`config.mk`:
```
export PLATFORM = sky130hd
export DESIGN_NAME = nlg_cell
export DESIGN_NICKNAME = d
export VERILOG_FILES = /design/src/rtl/nlg_pkg.sv /design/src/rtl/nlg_cell.sv
export SDC_FILE = /design/constraint.sdc
export NUM_CORES = 1
export LEC_CHECK = 0
export BUFFER_PORTS_ARGS = -buffer_cell sky130_fd_sc_hd__clkbuf_2
export CORE_AREA = 3 3 507 509
export DETAILED_ROUTE_END_ITERATION = 12
export DIE_AREA = 0 0 510 512
export GPL_ROUTABILITY_DRIVEN = 0
export HOLD_SLACK_MARGIN = 0.06
export PLACE_DENSITY_LB_ADDON = 0.3
export SYNTH_ARGS = -nofsm -noshare
export SYNTH_HDL_FRONTEND = slang
export SYNTH_SLANG_ARGS = --single-unit
```
`constraint.sdc`:
```
create_clock -name clk -period 5.6 [get_ports clk]
set_clock_uncertainty 0.1 [all_clocks]
set_input_delay 1.12 -clock clk [delete_from_list [all_inputs] [get_ports clk]]
set_output_delay 1.12 -clock clk [all_outputs]
set_load 0.005 [all_outputs]
```
`src/rtl/nlg_pkg.sv`:
```
package nlg_pkg;

  localparam logic [31:0] VSCALE = 32'd429496730;
  localparam logic [31:0] TSCALE = 32'd515396076;
  localparam logic [31:0] ESCALE = 32'd8589935;

  localparam logic OP_VERTEX = 1'b0;
  localparam logic OP_TRIANGLE = 1'b1;

  localparam int unsigned NM_DIV = 31;

  typedef struct packed {
    logic        opcode;
    logic signed [31:0] a_x;
    logic signed [31:0] a_y;
    logic signed [31:0] a_z;
    logic signed [31:0] b_x;
    logic signed [31:0] b_y;
    logic signed [31:0] b_z;
    logic signed [31:0] c_x;
    logic signed [31:0] c_y;
    logic signed [31:0] c_z;
  } in_item_t;

  typedef struct packed {
    logic signed [31:0] start_x;
    logic signed [31:0] start_y;
    logic signed [31:0] start_z;
    logic signed [31:0] end_x;
    logic signed [31:0] end_y;
    logic signed [31:0] end_z;
    logic        degenerate;
  } out_item_t;

  // work carried down the cell row
  typedef struct packed {
    logic        vld;
    logic        tri_mode;
    logic        degen;
    logic signed [33:0] base_x;
    logic signed [33:0] base_y;
    logic signed [33:0] base_z;
    logic signed [33:0] n_x;
    logic signed [33:0] n_y;
    logic signed [33:0] n_z;
    logic [2:0]  neg;
    logic [29:0] cm_x;
    logic [29:0] cm_y;
    logic [29:0] cm_z;
    logic [61:0] rem;
    logic [31:0] root;
    logic [47:0] rx;
    logic [47:0] ry;
    logic [47:0] rz;
    logic [17:0] qx;
    logic [17:0] qy;
    logic [17:0] qz;
    logic [31:0] eps;
    logic [31:0] len;
  } work_t;

endpackage

```
`src/rtl/nlg_cell.sv`:
```
module nlg_cell
  import nlg_pkg::*;
#(
  parameter int unsigned IDX = 0
) (
  input  logic  clk,
  input  logic  rst,
  input  work_t din,
  output work_t dout
);

  work_t w;

  // one step: a sqrt digit for idx < 31, then one quotient bit for each component
  function automatic void dstep(input logic [47:0] r, input logic [31:0] d,
                                output logic [47:0] ro, output logic q);
    logic [48:0] t;
    t = {r, 1'b0} - {17'd0, d};
    if (!t[48]) begin
      ro = t[47:0];
      q = 1'b1;
    end else begin
      ro = {r[46:0], 1'b0};
      q = 1'b0;
    end
  endfunction

  always_comb begin
    logic [63:0] trial;
    logic [63:0] remx;
    logic [47:0] r0;
    logic q0;
    logic [4:0] sh;
    w = din;
    trial = '0;
    remx = '0;
    r0 = '0;
    q0 = 1'b0;
    sh = '0;
    if (IDX < NM_DIV) begin
      sh = 5'(30 - IDX);
      remx = {2'b0, din.rem};
      trial = {32'd0, din.root} << (sh + 5'd1);
      trial = trial | (64'd1 << (2 * sh));
      if (remx >= trial) begin
        w.rem = 62'(remx - trial);
        w.root = din.root | (32'd1 << sh);
      end
    end else begin
      dstep(din.rx, din.root, r0, q0);
      w.rx = r0;
      w.qx = {din.qx[16:0], q0};
      dstep(din.ry, din.root, r0, q0);
      w.ry = r0;
      w.qy = {din.qy[16:0], q0};
      dstep(din.rz, din.root, r0, q0);
      w.rz = r0;
      w.qz = {din.qz[16:0], q0};
    end
  end

  always_ff @(posedge clk) begin
    if (rst) begin
      dout.vld <= 1'b0;
    end else begin
      dout.vld <= din.vld;
    end
    dout.tri_mode <= w.tri_mode;
    dout.degen <= w.degen;
    dout.base_x <= w.base_x;
    dout.base_y <= w.base_y;
    dout.base_z <= w.base_z;
    dout.n_x <= w.n_x;
    dout.n_y <= w.n_y;
    dout.n_z <= w.n_z;
    dout.neg <= w.neg;
    dout.cm_x <= w.cm_x;
    dout.cm_y <= w.cm_y;
    dout.cm_z <= w.cm_z;
    dout.rem <= w.rem;
    dout.root <= w.root;
    dout.rx <= w.rx;
    dout.ry <= w.ry;
    dout.rz <= w.rz;
    dout.qx <= w.qx;
    dout.qy <= w.qy;
    dout.qz <= w.qz;
    dout.eps <= w.eps;
    dout.len <= w.len;
  end

endmodule

```
==> impl_metrics.json <==
{
  "cts_buffers": 94,
  "critPathSlowestCell": "fa_1",
  "setup_violations": 0,
  "path_buf_inv": 4,
  "combPwrFrac_pct": 9.0,
  "antenna_left": 0,
  "clkPwrFrac_pct": 50.7,
  "cp_data_required_time_ns": 6.06,
  "num_io_pins": 1314,
  "synth_seq_cells": 656,
  "routed_wl_um": 187000,
  "hold_violations": 0,
  "cp_max_fo": 37,
  "port-buffer-count": 1313,
  "synth_area_leaders": "dfxtp_1 85%, ha_1 2.4%, nand2_1 1.1%",
  "antenna_found_initial": 208,
  "synth_cells": 1008,
  "rsz0062_at_grt": "false",
  "cap_viol_max_count": 0,
  "swShare_pct": 27.9,
  "switchingPower_mw": 3.46,
  "clock-sinks": 656,
  "end_kind": "flop",
  "grt_pass1_wl_um": 217000,
  "cts_max_level": 3,
  "largest_reg_flops": 656,
  "synth_flop_cell": "dfxtp_1",
  "place_hpwl_um": 170000,
  "track_usage_pct": 13.8,
  "reg_top3": "dout (656)",
  "dieWidth_um": 510,
  "cts_resized": 0,
  "syn_area_per_cell_um2": 15.3,
  "relSlewSlack_pct": 56.6,
  "grt_max_degree": 38,
  "path_delay_family": "compound AO/OA/AOI/OAI gates",
  "powerDensity_nw_per_um2": 423,
  "avgViaCountPerCell": 2.51,
  "top_register": "dout",
  "setup_tns_ns": 0,
  "cts_hold_buf": 0,
  "slew_violations": 0,
  "rows": 185,
  "ys_warn_count": 0,
  "tightest_slew_ns": 0.650,
  "die_y_um": 512,
  "peakVddDrop_v": 0.000216,
  "max_freq_mhz": 255,
  "start_kind": "input pin",
  "fin_crit_ns": 3.92,
  "dp_cells": 5678,
  "yosysMostFrequentCell": "dfxtp_1",
  "finalNetCount": 3097,
  "areaGrowthSynthToFinish_pct": 91.3,
  "drive_gt1_share_pct": 59.8,
  "yosysTopAreaCellShare_pct": 85.4,
  "syn-num-nets": 1697,
  "grt_pass1_vias": 15100,
  "path_cells": "clkbuf_2, inv_1, ha_1, inv_1, fa_1, a211oi_1, o211ai_1, a21oi_1, o211ai_1, a31o_2, nand2_4, buf_4, o21ai_0",
  "synthTopCellsByCount": "656 x dfxtp_1, 47 x nand2_1, 38 x inv_1",
  "dieArea_um2": 261000,
  "coreArea_um2": 253000,
  "synth_area_leader_cell": "dfxtp_1",
  "hold_path_class": "in2reg",
  "cts_max_path_buffers": 3,
  "finalNonFillerCells": 5866,
  "synth_area_um2": 15400,
  "status": "completed",
  "drt-initial-drc-count": 696,
  "cts_tree": "yes",
  "start_util_pct": 6.06,
  "arrival_ns": 4.39,
  "leakage_nw": 13.7,
  "path_class": "in2reg",
  "cpPeakStageDelay_ns": 0.65,
  "overflow": 0,
  "period_share_pct": 70.0,
  "clk_pin_slew_ns": 0.07,
  "yosysUniqueCellTypes": 54,
  "wl_per_cell_um": 31.9,
  "vias": 14700,
  "drt_first_pass_iters": 5,
  "fillers": 29200,
  "drc_errors": 0,
  "cts-root-buf": "clkbuf_16",
  "postCtsSetupRepairBufs": 0,
  "p_int_mw": 8.96,
  "p_seq_share_pct": 40.3,
  "ys_seq_area_share_pct": 85.4,
  "synthArstFlopShare_pct": 0,
  "synth_edf_count": 0
}
-- per-stage QoR --
stage | worst slack, ns | utilization (%) | power, mW | hold slack [ns] | area, µm²
detailed placement | 0.958 | 10.3 | 6.26 | 1.12 | 26100
finish | 1.68 | 11.6 | 12.4 | 0.367 | 29400
CTS | 1.76 | 11.6 | 12.8 | 0.229 | 29400
global route | 1.48 | 11.6 | 13.0 | 0.259 | 29400
floorplan | 2.06 | - | 5.32 | 1.05 | 15400
global placement | 0.960 | 10.3 | 6.27 | 1.12 | 26100
-- layout make-up --
cell class | instances | area (µm²) | area share, %
Clock buffer | 110 | 2480 | 8.44
Multi-Input combinational cell | 301 | 2030 | 6.91
Sequential cell | 656 | 13100 | 44.7
Tap cell | 3366 | 4210 | 14.3
Antenna cell | 16 | 40.0 | 0.136
Clock inverter | 62 | 761 | 2.59
Inverter | 38 | 143 | 0.485
Timing Repair Buffer | 1317 | 6600 | 22.5
-- metal layers --
| metal | global-route usage (%) | routed length (µm) | vias to the layer above |
|---|---|---|---|
| li1 | - | - | 6174 |
| met1 | 12.9 | 60500 | 6606 |
| met2 | 23.2 | 86400 | 1427 |
| met3 | 11.3 | 34100 | 494 |
| met4 | 2.90 | 5830 | 34 |
| met5 | 0 | 264 | - |
-- power groups by stage --
| stage | clock network (mW) | registers (mW) | logic [mW] |
|---|---|---|---|
| 2_1_floorplan | 0 | 5.13 | 0.185 |
| 3_3_place_gp | 0 | 5.11 | 1.16 |
| 3_5_place_dp | 0 | 5.11 | 1.15 |
| 4_1_cts | 6.66 | 5.02 | 1.16 |
| 5_1_grt | 6.79 | 5.03 | 1.23 |
| 6_report | 6.30 | 5.01 | 1.11 |
-- final timing paths --
check	start	to	depth (start not counted)
hold / removal	din[617]	dout[617]	1
setup / recovery	din[325]	dout[339]	13
-- kinds of logic (layout without fill, tap and decap cells) --
logic type	count (synthesis)	after routing	synth area share [%]
adder cells (fa/ha/maj)	31	31	2.57
multiplexers	3	3	0.212
AO/OA/AOI/OAI	125	125	5.09
XOR/XNOR	24	24	1.37
AND/OR/NAND/NOR	118	118	3.93
flip-flops	656	656	85.4
other	0	16	0
buffers and inverters	51	1527	1.40
-- cells in the final DEF (no fill, tap or decap), drive strengths merged, types with 2 or more instances in the layout --
cell | synthesis | layout
clkbuf | 5 | 1423
dfxtp | 656 | 656
inv | 38 | 51
nand2 | 48 | 48
o21ai | 40 | 40
a21oi | 31 | 31
clkinv | 0 | 31
ha | 30 | 30
nor2 | 18 | 18
a21o | 17 | 17
diode | 0 | 16
xnor2 | 15 | 15
clkinvlp | 0 | 10
xor2 | 9 | 9
bufinv | 0 | 8
nand4 | 7 | 7
nand3 | 7 | 7
a211oi | 7 | 7
nor4 | 7 | 7
o211ai | 5 | 5
o21a | 5 | 5
and4 | 4 | 4
nand2b | 4 | 4
nor3 | 4 | 4
buf | 8 | 4
and3 | 3 | 3
a31oi | 3 | 3
or4 | 3 | 3
o31ai | 3 | 3
nor2b | 2 | 2
and3b | 2 | 2
o21bai | 2 | 2
a2111oi | 2 | 2
o31a | 2 | 2
or3 | 2 | 2
mux2 | 2 | 2
a31o | 2 | 2
No activity file was read; power rests on OpenSTA's default activity.
